===== config.mk =====
export PLATFORM = sky130hd
export DESIGN_NAME = scaled_seven_segment_scanner_top
export DESIGN_NICKNAME = d
export VERILOG_FILES = /design/src/design/sss_pkg.sv /design/src/design/sss_segment_encoder.sv /design/src/design/scaled_seven_segment_scanner_top.sv
export SDC_FILE = /design/constraint.sdc
export NUM_CORES = 1
export LEC_CHECK = 0
export ABC_AREA = 1
export BUFFER_PORTS_ARGS = -buffer_cell sky130_fd_sc_hd__buf_2
export CORE_MARGIN = 2
export CORE_UTILIZATION = 59
export CTS_BUF_LIST = sky130_fd_sc_hd__clkbuf_4
export DETAILED_ROUTE_END_ITERATION = 16
export PLACE_DENSITY = 0.81
export REMOVE_ABC_BUFFERS = 1
export SLEW_MARGIN = 20
export SYNTH_ARGS = -nofsm -noshare
export SYNTH_HDL_FRONTEND = slang
export SYNTH_SLANG_ARGS = --single-unit

===== constraint.sdc =====
create_clock -name clk -period 9.6 [get_ports clk]
set_input_delay 0.96 -clock clk [delete_from_list [all_inputs] [get_ports clk]]
set_output_delay 0.96 -clock clk [all_outputs]
set_load 0.02 [all_outputs]

===== src/design/sss_pkg.sv =====
// shared constants, types and segment table for the seven-segment scanner
package sss_pkg;

  localparam int SCALE_SHIFT = 10;
  localparam int SAMPLE_W    = 10;
  localparam int GAIN_W      = 14;
  localparam int VALUE_W     = 14;
  localparam int SLOT_W      = 3;
  localparam int DIGITS      = 4;
  localparam int DIGIT_W     = 4;
  localparam int SEG_W       = 8;
  localparam int RECIP_W     = 32;
  localparam int ADDR_W      = 3;
  localparam int DATA_W      = 32;

  localparam logic [GAIN_W-1:0] GAIN_RESET = GAIN_W'(50);

  // item codes
  localparam logic OP_TICK   = 1'b0;
  localparam logic OP_SAMPLE = 1'b1;

  // register word index
  localparam logic REG_SCALE_GAIN = 1'b0;

  // scan slots: zero is the blank slot, one to four select a digit
  localparam logic [SLOT_W-1:0] SLOT_BLANK = SLOT_W'(0);
  localparam logic [SLOT_W-1:0] SLOT_LAST  = SLOT_W'(DIGITS);

  localparam logic [SEG_W-1:0]   SEG_BLANK     = 8'hFF;
  localparam logic [SEG_W-1:0]   SEG_DP_MASK   = 8'hFE;
  localparam logic [DIGITS-1:0]  ENABLE_BLANK  = 4'b1000;

  typedef struct packed {
    logic [DIGITS-1:0] digit_enable;
    logic [SEG_W-1:0]  segments;
  } display_t;

  // active-low segment pattern for one decimal digit
  function automatic logic [SEG_W-1:0] seg_code(input logic [DIGIT_W-1:0] d);
    logic [SEG_W-1:0] s;
    case (d)
      4'd0:    s = 8'h03;
      4'd1:    s = 8'h9F;
      4'd2:    s = 8'h25;
      4'd3:    s = 8'h0D;
      4'd4:    s = 8'h99;
      4'd5:    s = 8'h49;
      4'd6:    s = 8'h41;
      4'd7:    s = 8'h1B;
      4'd8:    s = 8'h01;
      4'd9:    s = 8'h09;
      default: s = SEG_BLANK;
    endcase
    return s;
  endfunction

  // ceil(2^32 / 10^(pos+1)): the fractional part of value*recip gives the digit
  function automatic logic [RECIP_W-1:0] digit_recip(input logic [1:0] pos);
    logic [RECIP_W-1:0] r;
    case (pos)
      2'd0:    r = 32'd429496730;
      2'd1:    r = 32'd42949673;
      2'd2:    r = 32'd4294968;
      default: r = 32'd429497;
    endcase
    return r;
  endfunction

endpackage


===== src/design/sss_segment_encoder.sv =====
// picks one decimal digit of the shown value and maps it to a segment pattern
module sss_segment_encoder (
  input  logic [sss_pkg::VALUE_W-1:0] value,
  input  logic [sss_pkg::SLOT_W-1:0]  slot,
  output sss_pkg::display_t           display
);

  localparam int PROD_W = sss_pkg::VALUE_W + sss_pkg::RECIP_W;

  logic [1:0]                    pos;
  logic [PROD_W-1:0]             prod;
  logic [sss_pkg::RECIP_W-1:0]   frac;
  logic [sss_pkg::RECIP_W+3:0]   times10;
  logic [sss_pkg::DIGIT_W-1:0]   digit;
  logic [sss_pkg::SEG_W-1:0]     seg;

  assign pos  = 2'(slot - sss_pkg::SLOT_W'(1));
  assign prod = PROD_W'(value) * PROD_W'(sss_pkg::digit_recip(pos));
  assign frac = prod[sss_pkg::RECIP_W-1:0];
  // frac * 10 by shift and add, the integer part is the digit
  assign times10 = {1'b0, frac, 3'b000} + {3'b000, frac, 1'b0};
  assign digit   = times10[sss_pkg::RECIP_W+3:sss_pkg::RECIP_W];
  assign seg     = sss_pkg::seg_code(digit);

  always_comb begin
    if (slot == sss_pkg::SLOT_BLANK) begin
      display.digit_enable = sss_pkg::ENABLE_BLANK;
      display.segments     = sss_pkg::SEG_BLANK;
    end else begin
      display.digit_enable = sss_pkg::DIGITS'(1) << pos;
      // thousands digit carries the decimal point
      display.segments     = (pos == 2'd3) ? (seg & sss_pkg::SEG_DP_MASK) : seg;
    end
  end

endmodule


===== src/design/scaled_seven_segment_scanner_top.sv =====
// top level of the scaled seven-segment scanner
// Takes one item per clock while item_ready is high: a sample item rescales
// the shown value to (sample * scale_gain) >> SCALE_SHIFT, saturated to 14
// bits, and gives no result; a scan tick steps the five-slot scan and gives
// one result with the digit enable and active-low segments. An item passes
// the input register and then the result register; a tick holds in the input
// register while a result waits unaccepted, and the input side keeps taking
// items while a result waits as long as the input register holds no tick.
module scaled_seven_segment_scanner_top #(
  parameter int SCALE_SHIFT = sss_pkg::SCALE_SHIFT
) (
  input  logic                           clk,
  input  logic                           rst,
  input  logic                           psel,
  input  logic                           penable,
  input  logic                           pwrite,
  input  logic [sss_pkg::ADDR_W-1:0]     paddr,
  input  logic [sss_pkg::DATA_W-1:0]     pwdata,
  output logic [sss_pkg::DATA_W-1:0]     prdata,
  output logic                           pready,
  input  logic                           item_valid,
  output logic                           item_ready,
  input  logic                           opcode,
  input  logic [sss_pkg::SAMPLE_W-1:0]   sample,
  output logic                           result_valid,
  input  logic                           result_ready,
  output logic [sss_pkg::DIGITS-1:0]     digit_enable,
  output logic [sss_pkg::SEG_W-1:0]      segments
);

  localparam int PROD_W = sss_pkg::SAMPLE_W + sss_pkg::GAIN_W;

  logic [sss_pkg::GAIN_W-1:0]   scale_gain;
  logic [sss_pkg::SLOT_W-1:0]   scan_slot;
  logic [sss_pkg::SLOT_W-1:0]   scan_slot_next;
  logic [sss_pkg::SLOT_W-1:0]   slot_step;
  logic [sss_pkg::VALUE_W-1:0]  shown_value;
  logic [sss_pkg::VALUE_W-1:0]  scaled;
  logic [PROD_W-1:0]            product;
  logic [PROD_W-1:0]            shifted;

  logic                         s1_valid;
  logic                         s1_opcode;
  logic [sss_pkg::SAMPLE_W-1:0] s1_sample;
  logic                         s1_advance;
  logic                         s1_tick;
  logic                         cfg_write;
  sss_pkg::display_t            display;

  // configuration port
  assign pready    = 1'b1;
  assign cfg_write = psel & penable & pwrite & pready &
                     (paddr[2] == sss_pkg::REG_SCALE_GAIN);

  always_comb begin
    if (paddr[2] == sss_pkg::REG_SCALE_GAIN) begin
      prdata = sss_pkg::DATA_W'(scale_gain);
    end else begin
      prdata = '0;
    end
  end

  always_ff @(posedge clk) begin
    if (rst) begin
      scale_gain <= sss_pkg::GAIN_RESET;
    end else if (cfg_write) begin
      scale_gain <= pwdata[sss_pkg::GAIN_W-1:0];
    end
  end

  // input stage; a tick holds only while the result register is full and stalled
  assign s1_tick    = s1_valid & (s1_opcode == sss_pkg::OP_TICK);
  assign s1_advance = !s1_tick || !result_valid || result_ready;
  assign item_ready = s1_advance;

  always_ff @(posedge clk) begin
    if (rst) begin
      s1_valid <= 1'b0;
    end else if (s1_advance) begin
      s1_valid <= item_valid;
    end
  end

  always_ff @(posedge clk) begin
    if (s1_advance) begin
      s1_opcode <= opcode;
      s1_sample <= sample;
    end
  end

  // sample scaling, saturated to the display width
  assign product = PROD_W'(s1_sample) * PROD_W'(scale_gain);
  assign shifted = product >> SCALE_SHIFT;
  assign scaled  = (|shifted[PROD_W-1:sss_pkg::VALUE_W]) ? '1
                                                         : shifted[sss_pkg::VALUE_W-1:0];

  // scan slot step, anything past the last digit is the blank slot
  assign slot_step = scan_slot + sss_pkg::SLOT_W'(1);
  assign scan_slot_next = (slot_step != sss_pkg::SLOT_BLANK && slot_step <= sss_pkg::SLOT_LAST)
                          ? slot_step : sss_pkg::SLOT_BLANK;

  always_ff @(posedge clk) begin
    if (rst) begin
      scan_slot   <= sss_pkg::SLOT_BLANK;
      shown_value <= '0;
    end else if (s1_valid && s1_advance) begin
      if (s1_opcode == sss_pkg::OP_SAMPLE) begin
        shown_value <= scaled;
      end else begin
        scan_slot <= scan_slot_next;
      end
    end
  end

  sss_segment_encoder u_encoder (
    .value   (shown_value),
    .slot    (scan_slot_next),
    .display (display)
  );

  // result register
  always_ff @(posedge clk) begin
    if (rst) begin
      result_valid <= 1'b0;
    end else if (s1_tick && s1_advance) begin
      result_valid <= 1'b1;
    end else if (result_ready) begin
      result_valid <= 1'b0;
    end
  end

  always_ff @(posedge clk) begin
    if (s1_tick && s1_advance) begin
      digit_enable <= display.digit_enable;
      segments     <= display.segments;
    end
  end

endmodule


==> impl_metrics.csv, run 1 <==
group,metric,value,unit
outcome,status,"completed",
clock_tree,clkTransAtPathRegs,160,ps
grt,grt_pass1_vias,15127,
cells_and_area,syn_to_final_growth,9.73,%
clock_tree,cts_htree_levels,2,
die,core_area,0.0285,mm2
clock_tree,cts_tree,"yes",
worst_hold_path,worstHoldEndpoint,"scan_slot[2]$_SDFFE_PP0P_",
timing,rsz0062_at_grt,"no",
grt,grt_use_total,31.6,%
power,cellInternalPower,0.00174,W
cells_and_area,final_nets,2897,
power,power_frac_clock,3.8,%
cells_and_area,drive_above_1_share,11.7,%
drt,firstDrtPassIters,8,
synthesis,synth.area.top_cells,"fa_1, ha_1, inv_1, nand2_1, edfxtp_1",
critical_path,required,9790,ps
critical_path,worstReg2RegEnd,"segments[4]$_SDFFCE_PN1P_",
synthesis,yosysUniqueCellTypes,44,
worst_hold_path,hold_class,"reg2reg",
critical_path,slowest_delay,590,ps
die,fp.dieW,174,um
clock_tree,numCtsBuffers,5,
timing,layout_min_cycle_time,9110,ps
die,initial_utilization,59.6,%
power,combPwrFrac,87.7,%
timing,fmax,110,MHz
critical_path,critPathKind,"reg2reg",
timing,worst_pin_slew,783,ps
power,power.leakage,11.2,nW
run,maxCapViolCount,0,
synthesis,ys_warn_count,0,
synthesis,synth_top_area_share,33.9,%
power,total_power,0.00388,W
drt,via_per_inst,5.32,
power,p_sw_share,55.0,%
timing,slew_headroom,47.7,%
worst_hold_path,hold_path_depth,2,
die,dieHeight,174,um
grt,grt_overflow,0,
synthesis,async_flop_share,0,%
clock_tree,worstSkewPairLatency,450,ps
clock_tree,clockRootBuffer,"clkbuf_4",
synthesis,yosysMostFrequentCell,"inv_1",
synthesis,avgSynthCellArea,7.70,um2
critical_path,start_kind,"register",
placement,port_buffers,60,
power,p_switching,0.00213,W
timing,fin_setup_tns,0,ps
die,fp.dieArea,0.0302,mm2
drt,final_antenna_net_count,0,
grt,grt_first_pass_wirelength,75.4,mm
grt,grt_start_max_net_pins,24,
timing,finClkSkew,35.3,ps
synthesis,synthesis.area,0.0170,mm2
critical_path,ff2ff_path_depth,49,
drt,first_iter_violations,1180,
placement,gp_congestion,1.02,
synthesis,synth_common_cells,"inv_1, nand2_1, fa_1, ha_1, nor2_1",
worst_hold_path,hold_start,"scan_slot[2]$_SDFFE_PP0P_",
critical_path,critical-path-slowest-cell,"fa_2",
critical_path,worstPathMaxFanout,9,
synthesis,syn_inst,2209,
critical_path,endpoint_kind,"register",
critical_path,cpMostUsedCell,"nand2_1",
clock_tree,cts.path.max_buffers,2,
drt,wl_per_cell,16.6,um
critical_path,arrival,9300,ps
critical_path,rrSetupSlack,490,ps
synthesis,yosys.area.top_type,"fa_1",
placement,hpwl,38.6,mm
synthesis,synth_top_flop_cell,"dfxtp_1",
critical_path,reg2reg_from,"scan_slot[0]$_SDFFE_PP0P_",
die,num_rows,62,
synthesis,synth_seq_cells,56,
timing,setup_viol,0,
drt,wl,45.2,mm
timing,finalHoldViolCount,0,
grt,antenna_found_initial,2,
timing,fin_crit_sh,94.9,%
synthesis,synth_edf_count,23,
timing,finalMaxSlewViolations,0,
synthesis,ys_seq_area_share,7.94,%
clock_tree,cts.sinks,56,
power,peakVddDrop,203,uV
power,seq_power_share,8.5,%
die,pin_count,100,
power,p_per_area,208,mW/mm2
clock_tree,hold_buffers,0,
drt,drcViolationCount,0,
drt,routed-via-count,14442,
[per-layer routing]
| metal | share of wire, % | track usage, % | up-vias | routed length, um |
|---|---|---|---|---|
| li1 | - | - | 6756 | - |
| met1 | 43 | 44.9 | 7030 | 19500 |
| met2 | 45 | 50.5 | 583 | 20400 |
| met3 | 9.7 | 6.01 | 73 | 4400 |
| met4 | 2.0 | 6.97 | 0 | 889 |
| met5 | 0 | 0 | - | 0 |
[power by group through the flow]
stage          Clock, W  Combinational [W]  Sequential, W
6_report       0.000148            0.00340       0.000329
5_1_grt        0.000153            0.00385       0.000332
3_3_place_gp          0            0.00307       0.000332
3_5_place_dp          0            0.00317       0.000332
2_1_floorplan         0            0.00219       0.000332
4_1_cts        0.000149            0.00320       0.000327
[placed cells by master (no fill, tap or decap), drive strengths merged, types with 2 or more instances in the layout]
cell type,instances
inv,610
nand2,507
fa,288
ha,228
buf,157
nor2,153
a21oi,88
nand3,64
o21ai,35
dfxtp,33
edfxtp,23
xor2,22
conb,19
nand4,18
xnor2,15
nor3,14
nand3b,8
o211ai,8
o21bai,7
a21o,6
clkbuf,6
or2,4
a211oi,3
a31oi,3
diode,2
clkinv,2
and3,2
[area by class of cell]
cell class              instances  area, um2
inverters                     611       2290
multi-input cells            1497      13400
clock buffers                   6       45.0
well taps                     384        480
diodes                          2       5.00
fillers                      2412       9880
flip-flops and latches         56       1350
clock inverters                 2       38.8
repair buffers                157       1040
[cell families after synthesis]
group	after synthesis	share of synthesized area (%)
AO/OA/AOI/OAI	153	4.97
XOR/XNOR	37	1.91
adder cells (fa/ha/maj)	516	50.7
buffers and inverters	673	15.3
flip-flops	56	7.94
other	2	0.0442
AND/OR/NAND/NOR	772	19.2
[metrics by stage]
stage,area (um2),std cells,util [%],hold slack [ps],worst slack [ps]
after global routing,18700,2714,65.4,551,17.1
after global placement,18300,2704,64.0,446,239
after floorplan,16800,2164,-,437,762
after CTS,18400,2712,64.3,499,39.0
final,18700,2715,65.4,509,491
after detailed placement,18300,2704,64.0,479,105
[worst max-delay path: cells and delay by family, from the launching register on]
kind	cells	cell delay, ps
adders and majority gates	13	4870
and+or+nand+nor	22	1890
buffers and inverters	11	1070
AOI/OAI and AO/OA	3	620
DFF	1	380
[worst max path at each step]
stage,endpoint,start,cells after the start
finish,segments[4]$_SDFFCE_PN1P_,scan_slot[0]$_SDFFE_PP0P_,49
global placement,segments[4]$_SDFFCE_PN1P_,scan_slot[0]$_SDFFE_PP0P_,48
CTS,segments[4]$_SDFFCE_PN1P_,scan_slot[0]$_SDFFE_PP0P_,47
floorplan,segments[4]$_SDFFCE_PN1P_,scan_slot[0]$_SDFFE_PP0P_,45
detailed placement,segments[4]$_SDFFCE_PN1P_,scan_slot[0]$_SDFFE_PP0P_,49
global route,segments[4]$_SDFFCE_PN1P_,scan_slot[0]$_SDFFE_PP0P_,49
[flip-flops by register name, summed over array words and instances (netlist names)]
register and cells:
segments 8, shown_value 14, s1_valid 1, s1_sample 10, scan_slot 3, scale_gain 14
s1_opcode 1, result_valid 1, digit_enable 4
[timing repair]
item                       CTS  global route
setup buffers                0             1
resized for setup            0            65
setup endpoints to repair    0             7
Power figures use the tool's default switching activity.
==> run 2, diff against run 1 <==
--- a/config.mk
+++ b/config.mk
@@ -5,13 +5,12 @@
 export SDC_FILE = /design/constraint.sdc
 export NUM_CORES = 1
 export LEC_CHECK = 0
-export ABC_AREA = 1
 export BUFFER_PORTS_ARGS = -buffer_cell sky130_fd_sc_hd__buf_2
 export CORE_MARGIN = 2
-export CORE_UTILIZATION = 59
+export CORE_UTILIZATION = 65
 export CTS_BUF_LIST = sky130_fd_sc_hd__clkbuf_4
 export DETAILED_ROUTE_END_ITERATION = 16
-export PLACE_DENSITY = 0.81
+export PLACE_DENSITY = 0.85
 export REMOVE_ABC_BUFFERS = 1
 export SLEW_MARGIN = 20
 export SYNTH_ARGS = -nofsm -noshare
==> constraint.sdc (replaced) <==
create_clock -name clk -period 9.7 [get_ports clk]
set_input_delay 0.97 -clock clk [delete_from_list [all_inputs] [get_ports clk]]
set_output_delay 0.97 -clock clk [all_outputs]
set_load 0.02 [all_outputs]
==> run 2 against run 1 <==
Effect of this change: the run now ends with setup timing left; setup slack worse by 510 ps; worst hold slack improved by 22 ps; sequential cell count unchanged; die area decreased by 14%; sequential power shrank 9.7%; critical path type unchanged; largest cell class unchanged; highest routed layer unchanged.
==> impl_metrics.csv, run 2 <==
group,metric,value,unit
outcome,status,"finished, violations left",
outcome,violations,"setup timing",
drt,drcViolationCount,0,
synthesis,synth_top_flop_cell,"dfxtp_1",
die,fp.dieArea,0.0259,mm2
die,pin_count,100,
worst_hold_path,hold_path_depth,2,
synthesis,async_flop_share,0,%
clock_tree,clkTransAtPathRegs,140,ps
timing,worst_pin_slew,713,ps
timing,fin_setup_tns,-37.5,ps
critical_path,critPathKind,"reg2reg",
critical_path,cp.depth,44,
synthesis,synth.area.top_cells,"fa_1, ha_1, inv_1, edfxtp_1, and2_1",
synthesis,synth_edf_count,23,
synthesis,synthesis.area,0.0160,mm2
critical_path,critical-path-slowest-cell,"fa_1",
timing,finClkSkew,36.5,ps
critical_path,arrival,9890,ps
drt,routed-via-count,13302,
cells_and_area,post-route-util,77.7,%
grt,antenna_found_initial,1,
critical_path,ff2ff_path_depth,44,
critical_path,start_kind,"register",
synthesis,syn_inst,1758,
critical_path,cp_top_family,"adder cells",
die,num_rows,57,
synthesis,synth_common_cells,"inv_1, fa_1, ha_1, nand2_1, and2_1",
clock_tree,cts.sinks,56,
critical_path,required,9870,ps
worst_hold_path,hold_class,"reg2reg",
cells_and_area,final_nets,2547,
die,dieHeight,161,um
placement,dp_cells,2272,
synthesis,ys_warn_count,0,
grt,grt_start_max_net_pins,35,
drt,final_antenna_net_count,0,
drt,wl,44.3,mm
cells_and_area,reg_top3,"scale_gain x14, shown_value x14, s1_sample x10",
power,p_per_area,103,mW/mm2
timing,finalHoldViolCount,0,
timing,layout_min_cycle_time,9720,ps
power,peakVddDrop,230,uV
critical_path,path_buf_inv,8,
cells_and_area,final_cell_mix,"inv_1, fa_1, buf_4",
critical_path,slowest_delay,560,ps
drt,first_iter_violations,943,
placement,gp_congestion,0.980,
clock_tree,numCtsBuffers,5,
timing,slew_headroom,52.5,%
cells_and_area,fin_cells,2305,
cells_and_area,final_area,0.0188,mm2
cells_and_area,drive_above_1_share,21.0,%
timing,fin_ws,-21.0,ps
clock_tree,cts.path.max_buffers,2,
power,power.leakage,10.0,nW
critical_path,endpoint_kind,"register",
grt,grt_first_pass_wirelength,69.1,mm
die,fp.dieW,161,um
drt,firstDrtPassIters,5,
synthesis,ys_seq_area_share,8.44,%
timing,finalMaxSlewViolations,0,
drt,via_per_inst,5.77,
grt,grt_use_total,33.8,%
drt,wl_per_cell,19.2,um
die,core_area,0.0242,mm2
timing,setup_viol,2,
cells_and_area,syn_to_final_growth,17.7,%
placement,dpl_cell_area,0.0178,mm2
timing,rsz0062_at_grt,"yes",
synthesis,synth_top_area_share,36.0,%
synthesis,synth_seq_cells,56,
cells_and_area,final_common_cell,"inv_1",
grt,grt_overflow,0,
synthesis,yosysUniqueCellTypes,68,
timing,fin_crit_sh,100,%
clock_tree,worstSkewPairLatency,430,ps
run,maxCapViolCount,0,
synthesis,yosysMostFrequentCell,"inv_1",
placement,hpwl,35.0,mm
clock_tree,cts_htree_levels,2,
critical_path,worstPathMaxFanout,4,
grt,grt_pass1_vias,14099,
power,total_power,0.00194,W
clock_tree,clockRootBuffer,"clkbuf_4",
die,initial_utilization,66.0,%
timing,fmax,103,MHz
placement,port_buffers,60,
synthesis,avgSynthCellArea,9.10,um2
synthesis,yosys.area.top_type,"fa_1",
clock_tree,cts_tree,"yes",
-- run 2: per-layer routing --
layer	global-route usage [%]	vias to the layer above	routed length, um
met4	13.5	0	2130
met3	7.54	173	3760
met1	41.8	6573	16500
met2	57.7	679	21900
met5	0	-	0
li1	-	5877	-
-- run 2: stage by stage --
stage / setup WS, ps / hold WS (ps)
finish: -21.0 / 532
global route: -408 / 550
CTS: 2.53 / 518
detailed placement: -753 / 484
global placement: -474 / 475
floorplan: -547 / 460
-- run 2: repair_timing --
action,4_1_cts,5_1_grt
resized for setup,86,74
buffers inserted,10,14
setup endpoints to repair,7,7
hold buffers,0,0
pin swaps,47,71
-- run 2: worst reg2reg max path: cells and delay by family (launching register included) --
kind	cells	cell delay, ps
AND/OR/NAND/NOR	9	1430
XOR/XNOR	1	150
flip-flops	1	360
adder cells (fa/ha/maj)	13	4350
AO/OA/AOI/OAI	13	2440
buffers and inverters	8	740
-- run 2: area by class of cell --
cell class	instances	area (um2)
diodes	2	5.00
fillers	1464	5410
well taps	324	405
clock inverters	1	5.00
multi-input cells	1268	13600
flip-flops and latches	56	1350
repair buffers	277	1980
clock buffers	7	52.6
inverters	370	1390
-- run 2: power breakdown --
group	internal [W]	switching, W	total [W]	leakage, nW
Sequential	0.000266	0.0000312	0.000297	0.495
Combinational	0.000688	0.000840	0.00153	9.47
Clock	0.0000340	0.0000797	0.000114	0.0361
Total	0.000988	0.000951	0.00194	10.0
-- run 2: worst paths after layout --
check,startpoint,end,slack (ps)
worst min-delay path,result_valid$_SDFFE_PP0P_,result_valid$_SDFFE_PP0P_,530
worst min register to register,result_valid$_SDFFE_PP0P_,result_valid$_SDFFE_PP0P_,530
worst max register to register,scan_slot[1]$_SDFFE_PP0P_,segments[1]$_SDFFCE_PN1P_,-20
worst max-delay path,scan_slot[1]$_SDFFE_PP0P_,segments[1]$_SDFFCE_PN1P_,-20
-- run 2: cells by family after synthesis --
family / synth area share (%)
compound gates: 7.26
simple gates: 16.0
other cells: 0.0469
fa+ha+maj: 53.9
mux: 0.414
xor+xnor: 2.96
buf+inv: 11.1
flops: 8.44
